**src/rtl/dorb_pkg.sv**
```systemverilog
// Display-order reorder buffer: shared constants, codes and types.
// No dependencies; compile first.
package dorb_pkg;

    localparam int SLOTS     = 16;
    localparam int TAG_BITS  = 8;
    localparam int ADDR_W    = $clog2(SLOTS);
    localparam int CNT_W     = $clog2(SLOTS + 1);
    localparam int PTS_W     = 64;
    localparam int TAG_IN_W  = 8;
    localparam int MODE_W    = 2;
    localparam int KIND_W    = 2;
    localparam int DEPTH_W   = 4;
    localparam int CMP_W     = (CNT_W > DEPTH_W + 1) ? CNT_W : DEPTH_W + 1;

    localparam logic [DEPTH_W-1:0] DEPTH_RST = DEPTH_W'(4);

    localparam logic [MODE_W-1:0] MODE_PUSH  = 2'd0;
    localparam logic [MODE_W-1:0] MODE_EOS   = 2'd1;
    localparam logic [MODE_W-1:0] MODE_CLEAR = 2'd2;

    localparam logic [KIND_W-1:0] KIND_PRESENT = 2'd0;
    localparam logic [KIND_W-1:0] KIND_DISCARD = 2'd1;
    localparam logic [KIND_W-1:0] KIND_EOS     = 2'd2;

    typedef logic [CNT_W-1:0]    t_cnt;
    typedef logic [ADDR_W-1:0]   t_addr;
    typedef logic [TAG_BITS-1:0] t_tag;

    typedef struct packed {
        logic [PTS_W-1:0] pts;
        t_tag             tag;
    } t_entry;

    typedef struct packed {
        logic valid;
        logic first;
        t_cnt idx;
    } t_scan_beat;

endpackage

```
**src/rtl/dorb_in_if.sv**
```systemverilog
// Input channel of the reorder buffer: valid/ready plus one frame command.
// Depends on dorb_pkg.
interface dorb_in_if;
    logic                         valid;
    logic                         ready;
    logic [dorb_pkg::MODE_W-1:0]  mode;
    logic [dorb_pkg::PTS_W-1:0]   frame_pts;
    logic [dorb_pkg::TAG_IN_W-1:0] frame_tag;

    modport source (output valid, output mode, output frame_pts, output frame_tag,
                    input ready);
    modport sink   (input valid, input mode, input frame_pts, input frame_tag,
                    output ready);
endinterface

```
**src/rtl/dorb_out_if.sv**
```systemverilog
// Output channel of the reorder buffer: valid/ready plus one emitted entry.
// Depends on dorb_pkg.
interface dorb_out_if;
    logic                          valid;
    logic                          ready;
    logic [dorb_pkg::KIND_W-1:0]   kind;
    logic [dorb_pkg::PTS_W-1:0]    out_pts;
    logic [dorb_pkg::TAG_IN_W-1:0] out_tag;
    logic                          last;

    modport source (output valid, output kind, output out_pts, output out_tag,
                    output last, input ready);
    modport sink   (input valid, input kind, input out_pts, input out_tag,
                    input last, output ready);
endinterface

```
**src/rtl/dorb_min_track.sv**
```systemverilog
// Running minimum over entries read back from the store, first entry wins ties.
// Depends on dorb_pkg.
module dorb_min_track (
    input  logic                 i_clk,
    input  dorb_pkg::t_scan_beat i_beat,
    input  dorb_pkg::t_entry     i_entry,
    output dorb_pkg::t_cnt       o_best_idx,
    output dorb_pkg::t_entry     o_best
);

    dorb_pkg::t_cnt   r_best_idx;
    dorb_pkg::t_entry r_best;

    always_ff @(posedge i_clk) begin
        if (i_beat.valid && (i_beat.first || (i_entry.pts < r_best.pts))) begin
            r_best     <= i_entry;
            r_best_idx <= i_beat.idx;
        end
    end

    assign o_best_idx = r_best_idx;
    assign o_best     = r_best;

endmodule

```
**src/rtl/display_order_reorder_buffer.sv**
```systemverilog
// Display-order reorder buffer top level: entry store, sequencer, output register.
// Depends on dorb_pkg, dorb_in_if, dorb_out_if, dorb_min_track.
//
//  channel  | dir | beat contents
//  ---------+-----+------------------------------------------
//  i_in     | in  | mode, frame_pts, frame_tag
//  o_out    | out | kind, out_pts, out_tag, last
//  i_cfg_*  | in  | reorder_depth write (i_cfg_we, i_cfg_wdata)
//
// Push below threshold: the entry is written on accept. Pop (push at threshold or
// end-of-stream step): accept, scan the N held entries through the read port, emit
// the best, then move later entries down unless best is last. Clear: each held
// entry is read and emitted as a discard. End of stream on empty store emits EOS.
// Synchronous active-low reset clears state, count and output valid, loads depth
// with DEPTH_RST; the store needs no clearing. A stalled output holds the sequencer.
module display_order_reorder_buffer (
    input  logic                           i_clk,
    input  logic                           i_rst_n,
    dorb_in_if.sink                        i_in,
    dorb_out_if.source                     o_out,
    input  logic                           i_cfg_we,
    input  logic [dorb_pkg::DEPTH_W-1:0]   i_cfg_wdata
);

    typedef enum logic [2:0] {
        S_IDLE,
        S_SCAN,
        S_POP_OUT,
        S_SHIFT,
        S_EOS,
        S_CLR_RD,
        S_CLR_WT
    } t_state;

    t_state                        r_state;
    dorb_pkg::t_cnt                r_count;
    logic [dorb_pkg::DEPTH_W-1:0]  r_depth;
    dorb_pkg::t_cnt                r_rd_idx;
    logic                          r_pend;
    dorb_pkg::t_cnt                r_pend_idx;
    dorb_pkg::t_entry              r_rdata;

    logic                          r_out_valid;
    logic [dorb_pkg::KIND_W-1:0]   r_out_kind;
    logic [dorb_pkg::PTS_W-1:0]    r_out_pts;
    logic [dorb_pkg::TAG_IN_W-1:0] r_out_tag;
    logic                          r_out_last;

    dorb_pkg::t_entry              r_mem [dorb_pkg::SLOTS];

    logic                          w_acc;
    logic                          w_out_free;
    logic                          w_emit;
    dorb_pkg::t_cnt                n_count_push;
    dorb_pkg::t_cnt                w_cnt_m1;
    dorb_pkg::t_cnt                w_pend_m1;
    logic [dorb_pkg::DEPTH_W:0]    w_dp1;
    logic                          w_release;
    logic                          w_we;
    dorb_pkg::t_addr               w_waddr;
    dorb_pkg::t_entry              w_wdata;
    logic                          w_re;
    dorb_pkg::t_addr               w_raddr;
    dorb_pkg::t_scan_beat          w_beat;
    dorb_pkg::t_cnt                w_best_idx;
    dorb_pkg::t_entry              w_best;

    assign w_acc        = i_in.valid && (r_state == S_IDLE);
    assign w_out_free   = !r_out_valid || o_out.ready;
    assign w_emit       = w_out_free && ((r_state == S_POP_OUT) || (r_state == S_EOS)
                                      || (r_state == S_CLR_WT));
    assign n_count_push = r_count + dorb_pkg::t_cnt'(1);
    assign w_cnt_m1     = r_count - dorb_pkg::t_cnt'(1);
    assign w_pend_m1    = r_pend_idx - dorb_pkg::t_cnt'(1);
    assign w_dp1        = {1'b0, r_depth} + (dorb_pkg::DEPTH_W + 1)'(1);
    assign w_release    = (n_count_push >= dorb_pkg::t_cnt'(dorb_pkg::SLOTS))
                       || (dorb_pkg::CMP_W'(n_count_push) >= dorb_pkg::CMP_W'(w_dp1));

    always_comb begin
        w_we    = 1'b0;
        w_waddr = r_count[dorb_pkg::ADDR_W-1:0];
        w_wdata = '{pts: i_in.frame_pts, tag: dorb_pkg::t_tag'(i_in.frame_tag)};
        w_re    = 1'b0;
        w_raddr = r_rd_idx[dorb_pkg::ADDR_W-1:0];
        unique case (r_state)
            S_IDLE: begin
                w_we = w_acc && (i_in.mode == dorb_pkg::MODE_PUSH);
            end
            S_SCAN: begin
                w_re = r_rd_idx < r_count;
            end
            S_SHIFT: begin
                w_re    = r_rd_idx <= r_count;
                w_we    = r_pend;
                w_waddr = w_pend_m1[dorb_pkg::ADDR_W-1:0];
                w_wdata = r_rdata;
            end
            S_CLR_RD: begin
                w_re = 1'b1;
            end
            default: begin
            end
        endcase
    end

    always_ff @(posedge i_clk) begin
        if (w_we) begin
            r_mem[w_waddr] <= w_wdata;
        end
        if (w_re) begin
            r_rdata <= r_mem[w_raddr];
        end
    end

    assign w_beat = '{valid: (r_state == S_SCAN) && r_pend,
                      first: (r_pend_idx == '0),
                      idx:   r_pend_idx};

    dorb_min_track u_min_track (
        .i_clk      (i_clk),
        .i_beat     (w_beat),
        .i_entry    (r_rdata),
        .o_best_idx (w_best_idx),
        .o_best     (w_best)
    );

    always_ff @(posedge i_clk) begin
        if (!i_rst_n) begin
            r_state     <= S_IDLE;
            r_count     <= '0;
            r_depth     <= dorb_pkg::DEPTH_RST;
            r_rd_idx    <= '0;
            r_pend      <= 1'b0;
            r_pend_idx  <= '0;
            r_out_valid <= 1'b0;
        end else begin
            if (i_cfg_we) begin
                r_depth <= i_cfg_wdata;
            end
            if (o_out.ready && !w_emit) begin
                r_out_valid <= 1'b0;
            end
            unique case (r_state)
                S_IDLE: begin
                    r_pend   <= 1'b0;
                    r_rd_idx <= '0;
                    if (w_acc) begin
                        unique case (i_in.mode)
                            dorb_pkg::MODE_PUSH: begin
                                r_count <= n_count_push;
                                if (w_release) begin
                                    r_state <= S_SCAN;
                                end
                            end
                            dorb_pkg::MODE_EOS: begin
                                r_state <= (r_count == '0) ? S_EOS : S_SCAN;
                            end
                            dorb_pkg::MODE_CLEAR: begin
                                if (r_count != '0) begin
                                    r_state <= S_CLR_RD;
                                end
                            end
                            default: begin
                            end
                        endcase
                    end
                end
                S_SCAN: begin
                    r_pend     <= w_re;
                    r_pend_idx <= r_rd_idx;
                    if (w_re) begin
                        r_rd_idx <= r_rd_idx + dorb_pkg::t_cnt'(1);
                    end
                    if (r_pend && (r_pend_idx == w_cnt_m1)) begin
                        r_state <= S_POP_OUT;
                    end
                end
                S_POP_OUT: begin
                    if (w_out_free) begin
                        r_out_valid <= 1'b1;
                        r_out_kind  <= dorb_pkg::KIND_PRESENT;
                        r_out_pts   <= w_best.pts;
                        r_out_tag   <= dorb_pkg::TAG_IN_W'(w_best.tag);
                        r_out_last  <= 1'b1;
                        r_count     <= w_cnt_m1;
                        r_rd_idx    <= w_best_idx + dorb_pkg::t_cnt'(1);
                        r_pend      <= 1'b0;
                        r_state     <= (w_best_idx == w_cnt_m1) ? S_IDLE : S_SHIFT;
                    end
                end
                S_SHIFT: begin
                    r_pend     <= w_re;
                    r_pend_idx <= r_rd_idx;
                    if (w_re) begin
                        r_rd_idx <= r_rd_idx + dorb_pkg::t_cnt'(1);
                    end
                    if (r_pend && (r_pend_idx == r_count)) begin
                        r_state <= S_IDLE;
                    end
                end
                S_EOS: begin
                    if (w_out_free) begin
                        r_out_valid <= 1'b1;
                        r_out_kind  <= dorb_pkg::KIND_EOS;
                        r_out_pts   <= '0;
                        r_out_tag   <= '0;
                        r_out_last  <= 1'b1;
                        r_state     <= S_IDLE;
                    end
                end
                S_CLR_RD: begin
                    r_state <= S_CLR_WT;
                end
                S_CLR_WT: begin
                    if (w_out_free) begin
                        r_out_valid <= 1'b1;
                        r_out_kind  <= dorb_pkg::KIND_DISCARD;
                        r_out_pts   <= r_rdata.pts;
                        r_out_tag   <= dorb_pkg::TAG_IN_W'(r_rdata.tag);
                        r_out_last  <= (r_rd_idx == w_cnt_m1);
                        if (r_rd_idx == w_cnt_m1) begin
                            r_count <= '0;
                            r_state <= S_IDLE;
                        end else begin
                            r_rd_idx <= r_rd_idx + dorb_pkg::t_cnt'(1);
                            r_state  <= S_CLR_RD;
                        end
                    end
                end
                default: begin
                    r_state <= S_IDLE;
                end
            endcase
        end
    end

    assign i_in.ready    = (r_state == S_IDLE);
    assign o_out.valid   = r_out_valid;
    assign o_out.kind    = r_out_kind;
    assign o_out.out_pts = r_out_pts;
    assign o_out.out_tag = r_out_tag;
    assign o_out.last    = r_out_last;

    a_idle_count: assert property (@(posedge i_clk) disable iff (!i_rst_n)
        (r_state == S_IDLE) |-> (r_count < dorb_pkg::t_cnt'(dorb_pkg::SLOTS)))
        else $error("store holds too many entries between items");

    a_present_last: assert property (@(posedge i_clk) disable iff (!i_rst_n)
        (o_out.valid && (o_out.kind == dorb_pkg::KIND_PRESENT)) |-> o_out.last)
        else $error("presented frame beat without last");

    a_best_in_range: assert property (@(posedge i_clk) disable iff (!i_rst_n)
        (r_state == S_POP_OUT) |-> (w_best_idx < r_count))
        else $error("selected entry outside held range");

    a_shift_src: assert property (@(posedge i_clk) disable iff (!i_rst_n)
        (r_state == S_SHIFT && r_pend) |-> (r_pend_idx != '0))
        else $error("shift reads from the first slot");

endmodule
```
**src/flat_wrapper.sv**
```systemverilog
// flat-port wrapper written by rule: the top's interface ports become plain ports
module display_order_reorder_buffer_flat 
  (i_clk, i_rst_n, i_cfg_we, i_cfg_wdata, i_in_valid, i_in_mode, i_in_frame_pts, i_in_frame_tag, i_in_ready, o_out_valid, o_out_kind, o_out_out_pts, o_out_out_tag, o_out_last, o_out_ready);
  dorb_in_if i_in_i ();
  dorb_out_if o_out_i ();
  input  logic i_clk;
  input  logic i_rst_n;
  input  logic i_cfg_we;
  input  logic [dorb_pkg::DEPTH_W-1:0] i_cfg_wdata;
  input wire logic [$bits(i_in_i.valid)-1:0] i_in_valid;
  input wire logic [$bits(i_in_i.mode)-1:0] i_in_mode;
  input wire logic [$bits(i_in_i.frame_pts)-1:0] i_in_frame_pts;
  input wire logic [$bits(i_in_i.frame_tag)-1:0] i_in_frame_tag;
  output wire logic [$bits(i_in_i.ready)-1:0] i_in_ready;
  output wire logic [$bits(o_out_i.valid)-1:0] o_out_valid;
  output wire logic [$bits(o_out_i.kind)-1:0] o_out_kind;
  output wire logic [$bits(o_out_i.out_pts)-1:0] o_out_out_pts;
  output wire logic [$bits(o_out_i.out_tag)-1:0] o_out_out_tag;
  output wire logic [$bits(o_out_i.last)-1:0] o_out_last;
  input wire logic [$bits(o_out_i.ready)-1:0] o_out_ready;
  assign i_in_i.valid = i_in_valid;
  assign i_in_i.mode = i_in_mode;
  assign i_in_i.frame_pts = i_in_frame_pts;
  assign i_in_i.frame_tag = i_in_frame_tag;
  assign i_in_ready = i_in_i.ready;
  assign o_out_valid = o_out_i.valid;
  assign o_out_kind = o_out_i.kind;
  assign o_out_out_pts = o_out_i.out_pts;
  assign o_out_out_tag = o_out_i.out_tag;
  assign o_out_last = o_out_i.last;
  assign o_out_i.ready = o_out_ready;
  display_order_reorder_buffer u_core (.i_clk(i_clk), .i_rst_n(i_rst_n), .i_in(i_in_i), .o_out(o_out_i), .i_cfg_we(i_cfg_we), .i_cfg_wdata(i_cfg_wdata));
endmodule
```
**config.mk**
```make
export PLATFORM = sky130hd
export DESIGN_NAME = display_order_reorder_buffer_flat
export DESIGN_NICKNAME = d
export VERILOG_FILES = /design/src/rtl/dorb_pkg.sv /design/src/rtl/dorb_in_if.sv /design/src/rtl/dorb_out_if.sv /design/src/rtl/dorb_min_track.sv /design/src/rtl/display_order_reorder_buffer.sv /design/src/flat_wrapper.sv
export SDC_FILE = /design/constraint.sdc
export NUM_CORES = 1
export LEC_CHECK = 0
export BUFFER_PORTS_ARGS = -buffer_cell sky130_fd_sc_hd__clkbuf_2
export CAP_MARGIN = 20
export CORE_MARGIN = 1.5
export CORE_UTILIZATION = 37
export CTS_CLUSTER_DIAMETER = 150
export CTS_CLUSTER_SIZE = 25
export DETAILED_ROUTE_END_ITERATION = 16
export GPL_ROUTABILITY_DRIVEN = 0
export PLACE_DENSITY = 0.51
export SYNTH_ARGS = -nofsm -noshare
export SYNTH_HDL_FRONTEND = slang
export SYNTH_HIERARCHICAL = 1
export SYNTH_SLANG_ARGS = --single-unit
```
**constraint.sdc**
```tcl
create_clock -name i_clk -period 24.2 [get_ports i_clk]
set_clock_uncertainty 0.2 [all_clocks]
set_input_delay 1.21 -clock i_clk [delete_from_list [all_inputs] [get_ports i_clk]]
set_output_delay 1.21 -clock i_clk [all_outputs]
set_load 0.01 [all_outputs]
```
* Word-level counts from Yosys, hierarchy flattened *
Memory sizes are Yosys's and may differ from the RTL's. A register that Yosys moved wholly into a read port is not among the register bits.
Cells that the tools add are included.

storage, ports and cells
  RAM bits = 1152
  memories kept = 1
  register bits = 176
  output and inout bits = 77

memories
  memory        depth  width  read ports  clocked after Yosys merged registers in  write ports  line                                RTL
  u_core.r_mem  16     72     1           1                                        1            display_order_reorder_buffer.sv:49  dorb_pkg::t_entry r_mem [dorb_pkg::SLOTS];

cells by class
  add/sub/neg operators = 6
  equal/unequal tests = 26
  reduce and logical (&&, ||, !) cells = 34
  $lt $le $gt $ge = 5
  mux-type cells = 50

operator list
  kind                                            number
  2-to-1 mux 64 bit                               3
  case mux 64 bit (3 select lines)                1
  2-to-1 mux 72 bit                               1
  less-than comparator 64 bit                     1
  2-to-1 mux 5 bit                                9
  2-to-1 mux 3 bit                                10
  2-to-1 mux 8 bit                                3
  case mux 8 bit (3 select lines)                 1
  case mux 3 bit (7 select lines)                 1
  == test 5 bit                                   4
  case mux 5 bit (4 select lines)                 1
  != test 2 x 1 -> 1 bit (second input constant)  8
  adder 5 x 1 -> 5 bit (second input constant)    3
  case mux 5 bit (3 select lines)                 1
  zero test 5 bit                                 2
  AND reduction 5 bit                             2
  == test 3 bit (second input constant)           3
  case mux 3 bit (3 select lines)                 1
  AND reduction 9 bit                             1
  nonzero test 3 bit                              3
  logical AND 1 bit                               8
  2-to-1 mux 1 bit                                8
  2-to-1 mux 2 bit                                4
  == test 3 x 2 -> 1 bit (second input constant)  2
  29 further kinds                                40

* Depth between registers and ports, before layout *
  word-level depth = 9
  mapped depth = 11
  depth with buffers taken out = 9

* Cells and area by module *
Netlist, hierarchy kept.

modules (own cells, without submodules)
  module                        cells an instance  area an instance (sq um)  times used  seq. area each (sq um)
  display_order_reorder_buffer  2401               51580.7                   1           39487.9
  dorb_min_track                306                3901.2                    1           2312.2

* Worst setup path after synthesis *
OpenSTA, ideal clock, no wires.

  path type = reg-to-reg
  start point = register, netlist name u_core/r_rdata[10]
  end point = register u_core.u_min_track.r_best, in the netlist u_core/u_min_track/o_best[0], enable pin
  slack = 13933 ps
  cell stages (with the launch flop) = 8
  period minus slack after synthesis = 10267 ps
  arrival = 9345 ps
  setup time = 722 ps
  cells stage by stage = edfxtp_1 > ha_1 > a211o_1 > a31oi_1 > o221ai_1 > a211oi_1 > nor3_1 > o41ai_1

on the way
  word-level cells in the longest chain between the ends = 3

RTL lines
  element                      line                  RTL
  less-than comparator 64 bit  dorb_min_track.sv:15  if (i_beat.valid && (i_beat.first || (i_entry.pts < r_best.pts))) begin
  logical OR 1 bit             dorb_min_track.sv:15
  logical AND 1 bit            dorb_min_track.sv:15
  end signal, assigned         dorb_min_track.sv:16  r_best <= i_entry;
  end, declared                dorb_min_track.sv:12  dorb_pkg::t_entry r_best;

Every way passes these cells.
A chain may end at the register's enable or synchronous reset.

* Worst setup path after layout *
  start point = register u_core.r_state[0]
  end point = memory u_core/r_mem[0][42] (netlist name), enable pin

on the way
  word-level cells in the longest chain between the ends = 6
  elaborated cells between the ends (all ways) = 8
  those cells by class = eq/ne (1); mux (4); reduce/logical (3)

RTL lines
  element                                 line                                                                    RTL
  start, declared                         display_order_reorder_buffer.sv:35                                      t_state r_state;
  start signal, assigned                  display_order_reorder_buffer.sv:156                                     r_state <= (r_count == '0) ? S_EOS : S_SCAN;
  start signal, assigned                  display_order_reorder_buffer.sv:188                                     r_state <= (w_best_idx == w_cnt_m1) ? S_IDLE : S_SHIFT;
  zero test 3 bit                         display_order_reorder_buffer.sv:68, display_order_reorder_buffer.sv:85
  logical AND 1 bit                       display_order_reorder_buffer.sv:68                                      assign w_acc = i_in.valid && (r_state == S_IDLE);
  logical AND 1 bit                       display_order_reorder_buffer.sv:87                                      w_we = w_acc && (i_in.mode == dorb_pkg::MODE_PUSH);
  case mux 1 bit (2 select lines)         display_order_reorder_buffer.sv:85                                      unique case (r_state)
  2-to-1 mux 1 bit                        display_order_reorder_buffer.sv:107                                     if (w_we) begin
  2-to-1 mux 1 bit (implied by the code)  display_order_reorder_buffer.sv:108                                     r_mem[w_waddr] <= w_wdata;
  end, declared                           display_order_reorder_buffer.sv:49

Several ways; a longest one is shown, not always the timed one.

==> flow_metrics.tcl <==
set metrics [dict create \
    outcome "complete, no violations" \
    ant_nets 0 \
    crit_path_max_fanout 47 \
    grtUsageTotal_pct 18.2 \
    yosys.area.top_type "edfxtp_1" \
    end_kind "flip-flop" \
    num_rows 141 \
    ys_types 71 \
    start_util_pct 37.4 \
    slew_violations 0 \
    grt_antenna_before_repair 5 \
    post-route-period-util_pct 25.9 \
    worstSkewPairLatency_ns 0.74 \
    avgViaCountPerCell 5.45 \
    p_leak_nw 19.0 \
    syn_avg_cell_area_um2 20.5 \
    dp_hpwl_mm 80.2 \
    holdCritPathClass "flip-flop to flip-flop" \
    io_buffers 159 \
    intPower_w 0.00399 \
    synth-seq-cells 1400 \
    cp-endpoint "u_core/r_mem[0][42]$_DFFE_PP_" \
    synth_cells 2707 \
    wl_per_cell_um 28.5 \
    rr_worst_depth 8 \
    setup_violations 0 \
    grt_pass1_vias 27656 \
    totalPowerFinal_w 0.00566 \
    required_ns 24.32 \
    ys.flop_type "edfxtp_1" \
    critPathKind "flip-flop to flip-flop" \
    seq_power_share_pct 55.8 \
    yosys_warnings 6 \
    num_vias 26523 \
    cpMostUsedCell "buf_4" \
    die_x_um 390 \
    maxCapViolations 0 \
    startpoint_type "flip-flop" \
    cts.path.max_buffers 3 \
    switchingPower_w 0.00167 \
    synth_top_area_share_pct 74.5 \
    dr.pass1.iters 5 \
    gr-total-overflow 0 \
    cts_buffers 61 \
    die-height_um 390 \
    final_nets 3015 \
    critPathSlowestCell "nor2b_1" \
    crit_buf_inv 3 \
    htree_levels 2 \
    p_comb_share_pct 23.2 \
    io-pin-count 160 \
    cp_top_family "simple AND/OR/NAND/NOR gates" \
    holdBufCountCts 0 \
    cts_tree "built" \
    ys_seq_area_share_pct 75.3 \
    cts.sinks 1400 \
    hold_ws_ns 0.307 \
    die_area_um2 152000 \
    cts_setup_buffers 0 \
    core_area_um2 148000 \
    finalSetupTns_ns 0 \
    min_period_ns 6.26 \
    power.density_nw_per_um2 93.4 \
    synth_area_um2 55500 \
    cp_cell_sequence "nor2b_1 -> and2_4 -> buf_4 -> and3_1 -> o21ai_0 -> buf_4 -> nor2_4 -> buf_4" \
    peakVddDrop_mv 0.0695 \
    final_layout_size_suffix_gt1_share_pct 23.8 \
    clkPwrFrac_pct 21.0 \
    max_freq_mhz 160 \
    p_sw_share_pct 29.5 \
    synth-edff-count 1376 \
    worst_slew_pin_slew_ns 1.13 \
    clk_pin_slew_ns 0.11 \
    crit_start "u_core/r_state[0]$_SDFFE_PN0P_" \
    async_reset_ff_share_pct 0 \
    worst_path_largest_cell_delay_ns 0.92 \
    max_slew_margin_pct 24.8 \
    r2r_start "u_core/r_state[0]$_SDFFE_PN0P_" \
    drcViolationCount 0 \
    synth_area_leaders "edfxtp_1 (74%), mux4_2 (15%), nand2_1 (1.9%)" \
    syn_to_final_growth_pct 9.17 \
    synth_fp_nets 2872 \
    rrSetupSlack_ns 17.94 \
    wirelength_mm 139 \
    crit_cells 8 \
    grt_max_degree 67 \
    cts-resized-gates 0 \
    arrival_ns 6.38 \
    r2r-end "u_core/r_mem[0][42]$_DFFE_PP_" \
    drt_iter0_drc 2626 \
    rsz0062_at_grt "no" \
    clockRootBuffer "clkbuf_16" \
    grt_pass1_wl_mm 200 \
    hold_viol_final 0 \
    synth_common_cells "edfxtp_1 (1376), mux4_2 (360), nand2_1 (279)" \
    synth.most_common_cell "edfxtp_1" \
]
-- stage by stage --
| step | instances | setup WS [ns] | cell area (um^2) | utilization [%] |
|---|---|---|---|---|
| 2_1_floorplan | 2707 | 13.93 | 55500 | - |
| 3_3_place_gp | 4782 | 18.06 | 58700 | 39.6 |
| 3_5_place_dp | 4783 | 17.96 | 58800 | 39.6 |
| 4_1_cts | 4858 | 17.90 | 60400 | 40.7 |
| 5_1_grt | 4865 | 17.64 | 60600 | 40.8 |
| 6_report | 4866 | 17.94 | 60600 | 40.8 |
-- layout make-up --
cell class	instances	area [um^2]
antenna	2	5.00
inverter	82	309
clock inverter	3	68.8
fill	13052	87800
sequential	1400	41800
multi-input combinational	1090	13000
timing repair buffer	215	1350
tap	2002	2500
clock buffer	72	1570
-- cells in the final DEF, fill, tap and decap left out, types with 5 or more instances in the layout --
cell type     n
a211oi_1      8
a21oi_1      42
a22o_1       72
and2_1        5
buf_16        6
buf_4        49
clkbuf_1     11
clkbuf_16    61
clkbuf_2    159
dfxtp_1      20
edfxtp_1   1376
ha_1         82
inv_1        80
mux2i_1      13
mux4_2      360
nand2_1     277
nand2b_1     10
nand3_1      20
nand4_1       8
nor2_1       30
nor2_4       16
nor3_1       12
o211ai_1      5
o21ai_0      25
xnor2_1      17
xor2_1        8
-- worst register-to-register path: stages (launching register included) --
cell,delay (ns)
dfxtp_1,0.82
nor2b_1,0.93
and2_4,0.77
buf_4,0.71
and3_1,0.26
o21ai_0,0.10
buf_4,0.24
nor2_4,0.86
buf_4,0.93
-- registers in the layout, indices dropped and copies added (netlist names), 2 cells and up --
| signal | flops |
|---|---|
| u_core/o_out.kind | 2 |
| u_core/o_out.out_pts | 64 |
| u_core/o_out.out_tag | 8 |
| u_core/r_count | 5 |
| u_core/r_depth | 4 |
| u_core/r_mem | 1152 |
| u_core/r_pend_idx | 5 |
| u_core/r_rd_idx | 5 |
| u_core/r_rdata | 72 |
| u_core/r_state | 3 |
| u_core/u_min_track/o_best | 72 |
| u_core/u_min_track/o_best_idx | 5 |
-- logic make-up after synthesis --
logic type	synth area share, %
AO/OA/AOI/OAI	2.61
XOR/XNOR	0.505
adder cells (fa/ha/maj)	1.85
buffers and inverters	1.61
flip-flops	75.3
multiplexers	14.9
AND/OR/NAND/NOR	3.22
-- power by group through the flow --
| stage | sequential [W] | combinational, W | clock [W] |
|---|---|---|---|
| CTS | 0.00316 | 0.00133 | 0.00123 |
| global placement | 0.00321 | 0.00130 | 0 |
| finish | 0.00316 | 0.00131 | 0.00119 |
| floorplan | 0.00310 | 0.000962 | 0 |
| global route | 0.00318 | 0.00142 | 0.00130 |
| detailed placement | 0.00322 | 0.00133 | 0 |
-- metal layers --
metal  part of all wire (%)  track usage [%]  up-vias
met5                  0.011                0        -
met4                    1.7             3.64        2
met3                    5.8             3.23      104
met2                     48             29.5      752
met1                     44             25.8    14436
li1                       -                -    11229
-- worst min-delay path by stage --
stage                                                  from                                         end  slack (ns)  depth (start not counted)
final                           u_core/r_rdata[7]$_DFFE_PP_      u_core/u_min_track/o_best[7]$_DFFE_PP_        0.31                          0
after global routing            u_core/r_rdata[0]$_DFFE_PP_      u_core/u_min_track/o_best[0]$_DFFE_PP_        0.33                          0
after CTS                       u_core/r_rdata[7]$_DFFE_PP_      u_core/u_min_track/o_best[7]$_DFFE_PP_        0.30                          0
after detailed placement        u_core/r_rdata[1]$_DFFE_PP_      u_core/u_min_track/o_best[1]$_DFFE_PP_        0.28                          0
after global placement          u_core/r_rdata[1]$_DFFE_PP_      u_core/u_min_track/o_best[1]$_DFFE_PP_        0.28                          0
after floorplan           u_core/r_pend_idx[2]$_SDFFE_PN0N_  u_core/u_min_track/o_best_idx[2]$_DFFE_PP_        0.20                          0
(Power assumes the default switching activity.)
